==> src/rtl/hee_pkg.sv <==
// Package for the even/odd Hamming encoder: field widths, register indexes
// and the constant position tables used by the encoder datapath.
// Depends on nothing.
package hee_pkg;

    // Field widths fixed by the interface.
    localparam int DATA_W = 26;
    localparam int CODE_W = 31;
    localparam int LEN_W  = 5;
    localparam int CHK_W  = 3;

    // Number of check positions (1, 2, 4, 8, 16) that fit in a codeword.
    localparam int CHK_POS = 5;

    // Configuration register indexes.
    localparam int CFG_IDX_W = 1;
    typedef enum logic [CFG_IDX_W-1:0] {
        CFG_DATA_LENGTH = 1'b0,
        CFG_ODD_PARITY  = 1'b1
    } t_cfg_idx;

    // Scatter data bits into the non-power-of-two positions of a codeword.
    // Data bit j lands on the (j+1)-th such position counted from position 1,
    // so the map does not depend on the configured length.
    function automatic logic [CODE_W-1:0] scatter_data(input logic [DATA_W-1:0] word);
        logic [CODE_W-1:0] code;
        int k;
        code = '0;
        k = 0;
        for (int p = 1; p <= CODE_W; p++) begin
            if ((p & (p - 1)) != 0) begin
                code[p-1] = word[k];
                k++;
            end
        end
        return code;
    endfunction

    // Positions covered by check bit i: every position whose index has bit i set.
    function automatic logic [CODE_W-1:0] cover_mask(input int i);
        logic [CODE_W-1:0] m;
        for (int p = 1; p <= CODE_W; p++) begin
            m[p-1] = ((p >> i) & 1) != 0;
        end
        return m;
    endfunction

endpackage

==> src/rtl/hamming_encoder_even_odd_top.sv <==
// Top level of the even/odd Hamming encoder: configuration registers,
// input register stage and result register stage.
// Depends on hee_pkg.

// Encodes one data word per clock into a Hamming codeword with even or odd
// check bits. An accepted item is first held in the input register, where the
// length is clamped and the check-bit count chosen, and from there it passes
// through the scatter and parity XOR trees
// into the result register. Both stages advance together, so a new item is
// taken every cycle while the output side is not stalled. Configuration
// (data length, parity sense) must be written only while no item is in flight;
// the configuration port is always ready.
module hamming_encoder_even_odd_top #(
    parameter int MAX_CHECK_BITS = 5
) (
    input  logic                               i_clk,
    input  logic                               i_rst_n,
    // Configuration write channel
    input  logic                               i_cfg_valid,
    output logic                               o_cfg_ready,
    input  logic [hee_pkg::CFG_IDX_W-1:0]      i_cfg_index,
    input  logic [hee_pkg::LEN_W-1:0]          i_cfg_data,
    // Input item channel
    input  logic                               i_in_valid,
    output logic                               o_in_stall,
    input  logic [hee_pkg::DATA_W-1:0]         i_data_word,
    // Result item channel
    output logic                               o_out_valid,
    input  logic                               i_out_stall,
    output logic [hee_pkg::CODE_W-1:0]         o_codeword,
    output logic [hee_pkg::LEN_W-1:0]          o_codeword_length,
    output logic                               o_leading_zero
);

    // Largest data length that fits the check-bit budget and the data field.
    localparam int FIT_LEN   = (2 ** MAX_CHECK_BITS) - MAX_CHECK_BITS - 1;
    localparam int LEN_LIMIT = (FIT_LEN < hee_pkg::DATA_W) ? FIT_LEN : hee_pkg::DATA_W;

    // Configuration registers
    logic [hee_pkg::LEN_W-1:0] r_data_length;
    logic                      r_odd_parity;

    // Input stage
    logic                      r_s1_valid;
    logic [hee_pkg::DATA_W-1:0] r_s1_word;
    logic [hee_pkg::LEN_W-1:0] r_s1_len;
    logic [hee_pkg::CHK_W-1:0] r_s1_nchk;
    logic                      r_s1_odd;
    logic                      r_s1_lead;

    // Result stage
    logic                      r_out_valid;
    logic [hee_pkg::CODE_W-1:0] r_out_code;
    logic [hee_pkg::LEN_W-1:0] r_out_len;
    logic                      r_out_lead;

    logic                      out_free;
    logic                      s1_free;
    logic                      in_take;

    logic [hee_pkg::LEN_W-1:0] n_len;
    logic [hee_pkg::CHK_W-1:0] n_nchk;
    logic [hee_pkg::DATA_W-1:0] n_word;
    logic                      n_lead;
    logic [hee_pkg::CODE_W-1:0] n_code;
    logic [hee_pkg::LEN_W-1:0] n_code_len;

    // Handshake: the result register frees when taken, the input stage when
    // it can move forward.
    assign out_free    = !r_out_valid || !i_out_stall;
    assign s1_free     = !r_s1_valid || out_free;
    assign in_take     = i_in_valid && s1_free;
    assign o_in_stall  = !s1_free;
    assign o_cfg_ready = 1'b1;

    // Configuration writes; an unknown index is ignored.
    always_ff @(posedge i_clk) begin
        if (!i_rst_n) begin
            r_data_length <= hee_pkg::LEN_W'(4);
            r_odd_parity  <= 1'b0;
        end else if (i_cfg_valid) begin
            unique case (hee_pkg::t_cfg_idx'(i_cfg_index))
                hee_pkg::CFG_DATA_LENGTH: r_data_length <= i_cfg_data;
                hee_pkg::CFG_ODD_PARITY:  r_odd_parity  <= i_cfg_data[0];
                default: ;
            endcase
        end
    end

    // Clamp the length, mask spare input bits and pick the fewest check bits.
    always_comb begin
        priority if (r_data_length == '0) begin
            n_len = hee_pkg::LEN_W'(1);
        end else if (int'(r_data_length) > LEN_LIMIT) begin
            n_len = hee_pkg::LEN_W'(LEN_LIMIT);
        end else begin
            n_len = r_data_length;
        end
        n_word = i_data_word & ~({hee_pkg::DATA_W{1'b1}} << n_len);
        n_lead = !i_data_word[n_len - hee_pkg::LEN_W'(1)];
        n_nchk = hee_pkg::CHK_W'(MAX_CHECK_BITS);
        for (int rr = MAX_CHECK_BITS - 1; rr >= 1; rr--) begin
            if ((2 ** rr) >= int'(n_len) + rr + 1) begin
                n_nchk = hee_pkg::CHK_W'(rr);
            end
        end
    end

    // Input register stage.
    always_ff @(posedge i_clk) begin
        if (!i_rst_n) begin
            r_s1_valid <= 1'b0;
        end else if (s1_free) begin
            r_s1_valid <= i_in_valid;
        end
        if (in_take) begin
            r_s1_word <= n_word;
            r_s1_len  <= n_len;
            r_s1_nchk <= n_nchk;
            r_s1_odd  <= r_odd_parity;
            r_s1_lead <= n_lead;
        end
    end

    // Scatter the data bits, then fill in the check bits from XOR trees.
    always_comb begin
        n_code = hee_pkg::scatter_data(r_s1_word);
        for (int i = 0; i < hee_pkg::CHK_POS; i++) begin
            if (i < int'(r_s1_nchk)) begin
                n_code[(2 ** i) - 1] = (^(n_code & hee_pkg::cover_mask(i))) ^ r_s1_odd;
            end
        end
        n_code_len = r_s1_len + hee_pkg::LEN_W'(r_s1_nchk);
    end

    // Result register stage.
    always_ff @(posedge i_clk) begin
        if (!i_rst_n) begin
            r_out_valid <= 1'b0;
        end else if (out_free) begin
            r_out_valid <= r_s1_valid;
        end
        if (out_free && r_s1_valid) begin
            r_out_code <= n_code;
            r_out_len  <= n_code_len;
            r_out_lead <= r_s1_lead;
        end
    end

    assign o_out_valid       = r_out_valid;
    assign o_codeword        = r_out_code;
    assign o_codeword_length = r_out_len;
    assign o_leading_zero    = r_out_lead;

    // The input side only stalls when both stages hold items and output is stalled.
    a_stall_cause: assert property (@(posedge i_clk) disable iff (!i_rst_n)
        o_in_stall |-> (r_s1_valid && r_out_valid && i_out_stall))
        else $error("input stalled without a full pipeline");

    // An accepted item always occupies the input stage on the next cycle.
    a_take_lands: assert property (@(posedge i_clk) disable iff (!i_rst_n)
        in_take |=> r_s1_valid)
        else $error("accepted item lost in input stage");

    // A codeword is at least three positions long.
    a_min_len: assert property (@(posedge i_clk) disable iff (!i_rst_n)
        r_out_valid |-> (r_out_len >= hee_pkg::LEN_W'(3)))
        else $error("codeword length below three");

    // No bits are set above the codeword length.
    a_upper_clear: assert property (@(posedge i_clk) disable iff (!i_rst_n)
        r_out_valid |-> ((r_out_code >> r_out_len) == '0))
        else $error("codeword bits set above its length");

    // The highest codeword position holds the top data bit, bit length-1.
    a_lead_bit: assert property (@(posedge i_clk) disable iff (!i_rst_n)
        r_out_valid |-> (r_out_lead == !r_out_code[r_out_len - hee_pkg::LEN_W'(1)]))
        else $error("leading zero flag disagrees with codeword");

endmodule
==> config.mk <==
export PLATFORM = sky130hd
export DESIGN_NAME = hamming_encoder_even_odd_top
export DESIGN_NICKNAME = d
export VERILOG_FILES = /design/src/rtl/hee_pkg.sv /design/src/rtl/hamming_encoder_even_odd_top.sv
export SDC_FILE = /design/constraint.sdc
export NUM_CORES = 1
export LEC_CHECK = 0
export BUFFER_PORTS_ARGS = -buffer_cell sky130_fd_sc_hd__buf_2
export CORE_MARGIN = 2
export CORE_UTILIZATION = 45
export DETAILED_ROUTE_END_ITERATION = 7
export PLACE_DENSITY = 0.69
export SYNTH_ARGS = -nofsm -noshare
export SYNTH_HDL_FRONTEND = slang
export SYNTH_SLANG_ARGS = --single-unit
==> constraint.sdc <==
create_clock -name i_clk -period 3.4 [get_ports i_clk]
set_input_delay 0.34 -clock i_clk [delete_from_list [all_inputs] [get_ports i_clk]]
set_output_delay 0.34 -clock i_clk [all_outputs]
set_load 0.01 [all_outputs]
# [Word-level counts from Yosys, hierarchy flattened]
# Index checks and enable logic that the tools add are counted.
[totals] ff_bits=81 in_bits=37
[op_classes] add_sub_neg=10 magnitude_cmp=11 shift=1 n_mux=7 n_bitwise=8 reduce_logical=18
[op_table] cell="$reduce_xor 31->1" n=5
[op_table] cell="$add 6x1->7 const B" n=4
[op_table] cell="$and 26x26->26" n=1
[op_table] cell="$not 26->26" n=1
[op_table] cell="$shl 26x5->26 const A" n=1
[op_table] cell="$add 5x2->6 const B" n=2
[op_table] cell="$mux 5" n=2
[op_table] cell="$ge 2x7->1 const A" n=1
[op_table] cell="$ge 3x7->1 const A" n=1
[op_table] cell="$ge 4x7->1 const A" n=1
[op_table] cell="$ge 5x7->1 const A" n=1
[op_table] cell="$add 5x1->6 const B" n=1
[op_table] cell="$add 5x3->6 const B" n=1
[op_table] cell="$lt 1x3->1 const A" n=2
[op_table] cell="$lt 2x3->1 const A" n=2
[op_table] cell="$lt 5x6->1 const B" n=1
[op_table] cell="$add 5x3->5" n=1
[op_table] cell="$bmux 1 s5" n=1
[op_table] cell="$gt 5x5->1 const B" n=1
[op_table] cell="$logic_not 1->1" n=5
[op_table] cell="$logic_not 5->1" n=1
[op_table] cell="$sub 5x1->5 const B" n=1
[op_table] cell="$xor 1x1->1" n=5
[op_table] cell="$mux 2" n=2
[op_table] cell="other kinds (7)" n=11

# [Longest topological paths before layout]
# Gate-level depths: netlist of the first run.
[logic_depth] word_depth=9 ltp_mapped=12 depth_no_buf=10

# [Least setup slack after synthesis of the first run]
# Ideal clock, no wire load.
[synth_path] path_kind="input to register" startpoint="in i_out_stall" endpoint="reg r_out_code (netlist bit o_codeword[0]) (enable)" arrival_time_ns=3.075 t_required_ns=2.912 path_slack_ns=-0.163 path_stages=1 n_path_buf=0 path_cell_list="a21boi_0"
[synth_via] elab_chain_cells=3
[synth_rtl] element="from (decl)" line_no="hamming_encoder_even_odd_top.sv:29" source="input logic i_out_stall,"
[synth_rtl] element="$logic_not 1->1" line_no="hamming_encoder_even_odd_top.sv:70" source="assign out_free = !r_out_valid || !i_out_stall;"
[synth_rtl] element="$logic_or 1x1->1" line_no="hamming_encoder_even_odd_top.sv:70"
[synth_rtl] element="$logic_and 1x1->1" line_no="hamming_encoder_even_odd_top.sv:143" source="if (out_free && r_s1_valid) begin"
[synth_rtl] element="to (signal assigned)" line_no="hamming_encoder_even_odd_top.sv:144" source="r_out_code <= n_code;"
[synth_rtl] element="to (decl)" line_no="hamming_encoder_even_odd_top.sv:53" source="logic [hee_pkg::CODE_W-1:0] r_out_code;"
# No other way between the ends.
# A chain may end at the register's enable or synchronous reset.

# [Final worst setup path of the first run]
[layout_path] startpoint="reg r_data_length[2] (netlist name)" endpoint="reg r_s1_lead (data pin)"
[layout_via] elab_chain_cells=7 elab_cells_between_ends=8 cone_classes="add/sub (1); order compare (1); mux (4); reduce/logical (2)"
[layout_rtl] element="from (decl)" line_no="hamming_encoder_even_odd_top.sv:40" source="logic [hee_pkg::LEN_W-1:0] r_data_length;"
[layout_rtl] element="from (signal assigned)" line_no="hamming_encoder_even_odd_top.sv:79" source="r_data_length <= hee_pkg::LEN_W'(4);"
[layout_rtl] element="from (signal assigned)" line_no="hamming_encoder_even_odd_top.sv:83" source="hee_pkg::CFG_DATA_LENGTH: r_data_length <= i_cfg_data;"
[layout_rtl] element="$gt 5x5->1" line_no="hamming_encoder_even_odd_top.sv:94" source="end else if (int'(r_data_length) > LEN_LIMIT) begin"
[layout_rtl] element="$mux 5" line_no="hamming_encoder_even_odd_top.sv:94"
[layout_rtl] element="$mux 5 (*)" line_no="hamming_encoder_even_odd_top.sv:92" source="priority if (r_data_length == '0) begin"
[layout_rtl] element="$sub 5x1->5 (*)" line_no="hamming_encoder_even_odd_top.sv:100" source="n_lead = !i_data_word[n_len - hee_pkg::LEN_W'(1)];"
[layout_rtl] element="$bmux 1 s5 (*)" line_no="hamming_encoder_even_odd_top.sv:100"
[layout_rtl] element="$mux 1 (not written as such) (*)" line_no="hamming_encoder_even_odd_top.sv:100"
[layout_rtl] element="$logic_not 1->1 (*)" line_no="hamming_encoder_even_odd_top.sv:100"
[layout_rtl] element="via n_lead" line_no="hamming_encoder_even_odd_top.sv:64" source="logic n_lead;"
[layout_rtl] element="to (signal assigned)" line_no="hamming_encoder_even_odd_top.sv:121" source="r_s1_lead <= n_lead;"
[layout_rtl] element="to (decl)" line_no="hamming_encoder_even_odd_top.sv:49" source="logic r_s1_lead;"
# Mark *: on every way through the listed nets, which the timed path passes. The rest lies on a longest branch. The select of a mux whose other input is x is not followed.

==> out/metrics.csv, run 1 <==
metric,value,unit
status,finished clean,
per-instance average area after synthesis,13.2,sq um
final critical-path setup slack,0.432,ns
global route total overflow,0,
DRT Pass-1 Iters,4,
die height,101,um
clock latency on the worst-skew pair,0.34,ns
post-layout min period,2.97,ns
element type at the critical path start,flip-flop,
combined global-route utilization of all metal layers,18.3,%
WHS Endpoint,r_s1_valid$_SDFFE_PN0N_,
post-route cell area,0.00491,sq mm
DRC viols,0,
number of buffers inserted for hold repair after clock tree synthesis,0,
global-route wire length before repair,13900,um
portion of the clock cycle consumed by the worst path in the final layout,87.3,%
via count of the first global-routing pass,2611,
Initial Util,46.0,%
port bufs,75,
multiplexer share of the synthesized area,4.88,%
proportion of layout cells with a drive suffix above 1,28.7,%
"Worst Path Class, Setup",reg2reg,
length in cells of the worst reg-to-reg path,8,
maximum clock frequency,0.337,GHz
die area,0.0101,sq mm
signal arrival time at the worst endpoint,3.14,ns
number of synthesized register bits,81,
placeable core region,0.00915,sq mm
Routed WL,8760,um
Clock Path Buffers,2,
net count after synthesis,374,
Worst Setup End Kind,flip-flop,
pin count of the biggest net entering global routing,38,
area added between synthesis and finish,16.6,%
total half-perimeter wirelength after legalization and detailed placement,6570,um
netlist area before placement,0.00421,sq mm
antenna-violating nets left,0,
"Warnings, synthesis",0,
post-layout net count,452,
worst hold start,i_in_valid,
register area share after synthesis,55.9,%
drt initial violations,158,
synthesized netlist cell count,318,
detail-routed via count per cell,5.29,
post-synthesis simple-gate area fraction,9.24,%
setup bufs post-CTS,0,
Placed Area,0.00471,sq mm
xor/xnor share of the synthesized area,11.8,%
worst reg2reg path endpoint,r_s1_lead$_DFFE_PP_,
endpoints failing hold,0,
normalized max-slew margin,22.9,%
main combinational cell family by area after synthesis,XOR/XNOR gates,
largest cells by area after synthesis,"sky130_fd_sc_hd__edfxtp_1 (52%), sky130_fd_sc_hd__xnor2_1 (8.3%), sky130_fd_sc_hd__ha_1 (5.4%)",
async set or reset register ratio after synthesis,0,%
adder-cell share of the synthesized area,5.83,%
Num CTS Buffers,9,
Horiz. Die Dim,101,um
maximum level of the CTS H-tree,3,
Final Hold Slack,0.219,ns
Min-Delay Path Depth,2,
Critical R2R Launch,r_data_length[2]$_SDFFE_PN1P_,
slew at the pin closest to its max-slew limit,1.15,ns
Final Instance Count excl. Fillers,512,
Maximum Capacitance Violations,0,
number of flops mapped to enable cells by yosys,73,
clock tree root buffer cell,sky130_fd_sc_hd__clkbuf_8,
antenna violations before repair,0,
DP Cell Count,496,
worst slack after detailed placement,0.476,ns
max-slew violation count,0,
clock-pin slew on the worst setup and hold paths,0.08,ns
cell taking the most area after synthesis,sky130_fd_sc_hd__edfxtp_1,
diode insertion count for antenna repair,0,
std cell rows,35,
setup slack on the worst flop-to-flop path,0.43,ns
IO Count,77,
unrepaired setup endpoints after global routing,false,
Synth top area share,52.1,%
worst min path class,in2reg,
required time of the critical path,3.57,ns
Lkg Pwr,1.98,nW
unique cell type count in the Yosys netlist,53,
dominant register cell in the synthesized netlist,sky130_fd_sc_hd__edfxtp_1,
VDD IR max,0.173,mV
PostCTS Resize Cnt,0,
Final Wtd Congestion,0.824,
"synthesized-area fraction occupied by ao, oa, aoi and oai cells",9.39,%
clock tree from TritonCTS,done,
detailed-route via count,2708,
PD cells,500,mW/mm^2
Worst Skew,0.0102,ns
number of failing setup endpoints in the final timing report,0,
Setup TNS Final,0,ns
number of clock sinks,81,
crit path max fanout,10,
Routed wire per std cell,17.1,um
==> cells in the final DEF (no fill, tap or decap), drive strengths merged, types with 2 or more instances in the layout <==
master / instances
buf: 83
edfxtp: 73
xnor2: 40
ha: 18
a21oi: 15
nor2b: 15
xor2: 14
nand2: 13
clkbuf: 13
nor2: 11
inv: 10
dfxtp: 8
mux2i: 7
o21a: 6
nand3: 6
nor3b: 6
o21ai: 6
a21boi: 6
mux4: 5
a31oi: 4
o31a: 4
and2: 3
o211a: 3
a21o: 3
nor3: 3
and3: 2
a22oi: 2
nand2b: 2
mux2: 2
==> metrics by stage <==
stage                     total power, mW  utilization [%]
after floorplan                      1.64                -
after global placement               1.79             51.5
after detailed placement             1.80             51.5
after CTS                            2.48             53.6
after global routing                 2.57             53.6
final                                2.45             53.6
==> cell usage after synthesis, drive strengths merged, types with 2 or more instances <==
| library cell | instances |
|---|---|
| o21ai | 6 |
| a22oi | 2 |
| and3 | 2 |
| nor2 | 11 |
| nor3 | 3 |
| nand2 | 13 |
| clkbuf | 9 |
| mux2i | 7 |
| dfxtp | 8 |
| o21a | 6 |
| o211a | 3 |
| a21boi | 6 |
| a21o | 3 |
| mux2 | 2 |
| a31oi | 4 |
| xor2 | 14 |
| ha | 18 |
| inv | 10 |
| edfxtp | 73 |
| a21oi | 15 |
| nor2b | 15 |
| and2 | 3 |
| nand2b | 2 |
| buf | 7 |
| o31a | 4 |
| mux4 | 5 |
| nand3 | 6 |
| nor3b | 6 |
| xnor2 | 40 |
==> layout make-up <==
cell class	instances	area (sq um)
inverters	10	40.0
multi-input cells	211	1750
clock buffers	13	149
clock inverters	3	42.5
fillers	778	4250
flip-flops and latches	81	2350
well taps	111	139
repair buffers	83	435
==> metal layers <==
| metal | vias up | GRT usage [%] | part of all wire (%) |
|---|---|---|---|
| li1 | 1299 | - | - |
| met1 | 1295 | 24.2 | 42 |
| met2 | 105 | 30.1 | 49 |
| met3 | 9 | 4.30 | 7.1 |
| met4 | 0 | 5.16 | 1.3 |
| met5 | - | 0 | 0 |
==> critical path: stages, from the launching register on <==
cell and delay [ns]:
sky130_fd_sc_hd__dfxtp_1 0.41, sky130_fd_sc_hd__a31oi_1 0.57, sky130_fd_sc_hd__ha_1 0.37, sky130_fd_sc_hd__inv_1 0.07, sky130_fd_sc_hd__ha_1 0.46, sky130_fd_sc_hd__mux4_2 0.53
sky130_fd_sc_hd__mux2i_1 0.14, sky130_fd_sc_hd__nor3b_1 0.07, sky130_fd_sc_hd__a211oi_2 0.17
==> worst max path at each step <==
stage	startpoint	endpoint	slack [ns]	cells past startpoint
floorplan	r_data_length[3]$_SDFFE_PN0P_	r_s1_lead$_DFFE_PP_	0.31	12
global placement	r_data_length[2]$_SDFFE_PN1P_	r_s1_lead$_DFFE_PP_	0.55	8
detailed placement	r_data_length[2]$_SDFFE_PN1P_	r_s1_lead$_DFFE_PP_	0.48	8
CTS	r_data_length[2]$_SDFFE_PN1P_	r_s1_lead$_DFFE_PP_	0.46	8
global route	r_data_length[2]$_SDFFE_PN1P_	r_s1_lead$_DFFE_PP_	0.25	8
finish	r_data_length[2]$_SDFFE_PN1P_	r_s1_lead$_DFFE_PP_	0.43	8
==> where the power goes <==
part	switching, mW	internal, mW	total (mW)
clock	0.323	0.360	0.682
combinational	0.283	0.264	0.547
sequential	0.0419	1.18	1.22
==> kinds of logic after synthesis <==
group / count (synthesis)
other: 1
muxes: 14
DFF: 81
and+or+nand+nor: 66
AOI/OAI and AO/OA: 56
xor gates and xnor gates: 55
buffers and inverters: 26
adders and majority gates: 19
==> sequential cells by signal, indices dropped and copies added, names as in the netlist <==
name,count
o_leading_zero,1
o_codeword,31
r_s1_word,26
r_s1_nchk,3
o_codeword_length,5
o_out_valid,1
r_odd_parity,1
r_data_length,5
r_s1_lead,1
r_s1_odd,1
r_s1_len,5
r_s1_valid,1
Power figures use the tool's default switching activity.
==> inputs of run 2 (changes only) <==
- CORE_MARGIN: 2 -> unset
==> out/metrics.csv, run 2 (synthesis gave the netlist of run 1 again) <==
metric,value,unit
slowest cell on the critical path,sky130_fd_sc_hd__dfxtp_1,
clock tree from TritonCTS,done,
die height,98.7,um
Horiz. Die Dim,98.7,um
element type at the critical path start,flip-flop,
std cell rows,34,
clock-pin slew on the worst setup and hold paths,0.08,ns
Multi-input gate area,0.00175,sq mm
die area,0.00974,sq mm
Detail Route met2 WL,4250,um
Critical Path Most Common Cell,sky130_fd_sc_hd__buf_4,
Lkg Pwr,1.98,nW
Clock Path Buffers,2,
Initial Util,47.3,%
crit path max fanout,11,
unrepaired setup endpoints after global routing,false,
Setup TNS Final,0,ns
clock latency on the worst-skew pair,0.35,ns
PD cells,503,mW/mm^2
post-layout net count,451,
max incr delay on CP,0.55,ns
IO Count,77,
drt initial violations,99,
met1 wire length,3910,um
pin count of the biggest net entering global routing,38,
uppermost routed layer,met4,
number of buffers inserted for hold repair after clock tree synthesis,0,
antenna-violating nets left,0,
post-route cell area,0.00490,sq mm
antenna violations before repair,0,
global-route wire length before repair,13800,um
final critical-path setup slack,0.328,ns
detail-routed via count per cell,5.29,
status,finished clean,
cells along the critical path,buf_4 > a21boi_2 > nor3_4 > buf_4 > inv_2 > ha_1 > mux4_2 > a221oi_1 > a31oi_1 > a211oi_2,
worst min path class,in2reg,
clock tree root buffer cell,sky130_fd_sc_hd__clkbuf_8,
Worst Setup End Kind,flip-flop,
DP Cell Count,492,
Logic pwr share,22.1,%
Routed WL,8670,um
normalized max-slew margin,23.1,%
required time of the critical path,3.59,ns
post-layout min period,3.07,ns
number of clock sinks,81,
placeable core region,0.00889,sq mm
port bufs,75,
number of failing setup endpoints in the final timing report,0,
number of flip-flops under the largest register name,31,
area added between synthesis and finish,16.5,%
Internal Pwr Total,1.79,mW
signal arrival time at the worst endpoint,3.26,ns
slew at the pin closest to its max-slew limit,1.15,ns
Final Instance Count excl. Fillers,508,
DRT Pass-1 Iters,5,
final core occ,55.2,%
max-slew violation count,0,
most common library cell in the layout ignoring fill and taps,sky130_fd_sc_hd__buf_2,
Placed Area,0.00471,sq mm
worst slack after detailed placement,0.320,ns
sequential share of power,49.8,%
DRC viols,0,
"Worst Path Class, Setup",reg2reg,
diode insertion count for antenna repair,0,
combined global-route utilization of all metal layers,18.8,%
"commonest cells after routing, fill and taps aside","sky130_fd_sc_hd__buf_2 (75), sky130_fd_sc_hd__edfxtp_1 (73), sky130_fd_sc_hd__xnor2_1 (40)",
maximum level of the CTS H-tree,3,
total half-perimeter wirelength after legalization and detailed placement,6550,um
endpoints failing hold,0,
VDD IR max,0.215,mV
FF/Latch Area,0.00235,sq mm
Maximum Capacitance Violations,0,
maximum clock frequency,0.326,GHz
PostCTS Resize Cnt,0,
via count of the first global-routing pass,2643,
Num CTS Buffers,9,
global route total overflow,0,
length in cells of the worst reg-to-reg path,10,
Final Hold Slack,0.205,ns
Clk pwr share,28.2,%
portion of the clock cycle consumed by the worst path in the final layout,90.3,%
Worst Skew,0.00747,ns
Min-Delay Path Depth,3,
setup bufs post-CTS,0,
"Power, Total",2.47,mW
Final Wtd Congestion,0.837,
met3 wire len,328,um
proportion of layout cells with a drive suffix above 1,29.0,%
count of fill cells added during filler insertion,750,
detailed-route via count,2685,
Routed wire per std cell,17.1,um
switching pwr,0.679,mW
switching part of the total,27.5,%
## run 2: cell types whose count changed in the layout (fill, tap and decap cells not counted)
cell / before / now
sky130_fd_sc_hd__buf_4: 8 / 7
sky130_fd_sc_hd__nor2b_4: 0 / 1
sky130_fd_sc_hd__clkbuf_8: 10 / 9
sky130_fd_sc_hd__clkinv_4: 0 / 1
sky130_fd_sc_hd__clkinvlp_4: 1 / 2
sky130_fd_sc_hd__inv_6: 0 / 1
sky130_fd_sc_hd__clkbuf_1: 3 / 1
sky130_fd_sc_hd__nor2b_2: 1 / 0
## run 2: layer usage
metal,GRT usage (%),up-vias
met3,3.69,14
li1,-,1300
met2,31.5,75
met4,7.35,0
met5,0,-
met1,24.2,1296
## run 2: critical path, delay by kind of cell, from the launching register on
kind                     cells  cell delay [ns]
AND/OR/NAND/NOR              1             0.20
adder cells (fa/ha/maj)      1             0.49
flip-flops                   1             0.55
multiplexers                 1             0.36
AO/OA/AOI/OAI                4             0.73
buffers and inverters        3             0.57
## run 2: worst paths after layout
kind,slack (ns),start,to
setup / recovery,0.33,r_data_length[3]$_SDFFE_PN0P_,r_s1_lead$_DFFE_PP_
hold / removal,0.20,i_cfg_data[2],r_data_length[2]$_SDFFE_PN1P_
setup reg to reg,0.33,r_data_length[3]$_SDFFE_PN0P_,r_s1_lead$_DFFE_PP_
hold reg to reg,0.44,r_odd_parity$_SDFFE_PN0P_,r_s1_odd$_DFFE_PP_
## run 2: power by group through the flow
stage / Combinational [mW] / Clock [mW] / Sequential [mW]
after detailed placement: 0.550 / 0 / 1.25
final: 0.544 / 0.695 / 1.23
after global placement: 0.542 / 0 / 1.25
after CTS: 0.552 / 0.709 / 1.23
after global routing: 0.596 / 0.750 / 1.24
after floorplan: 0.385 / 0 / 1.25
## run 2: final cells by class
cell class	count	share of cell area [%]
Sequential cell	81	48.0
Multi-Input combinational cell	211	35.7
Timing Repair Buffer	82	8.73
Tap cell	108	2.76
Clock buffer	10	2.60
Clock inverter	6	1.38
Inverter	10	0.817
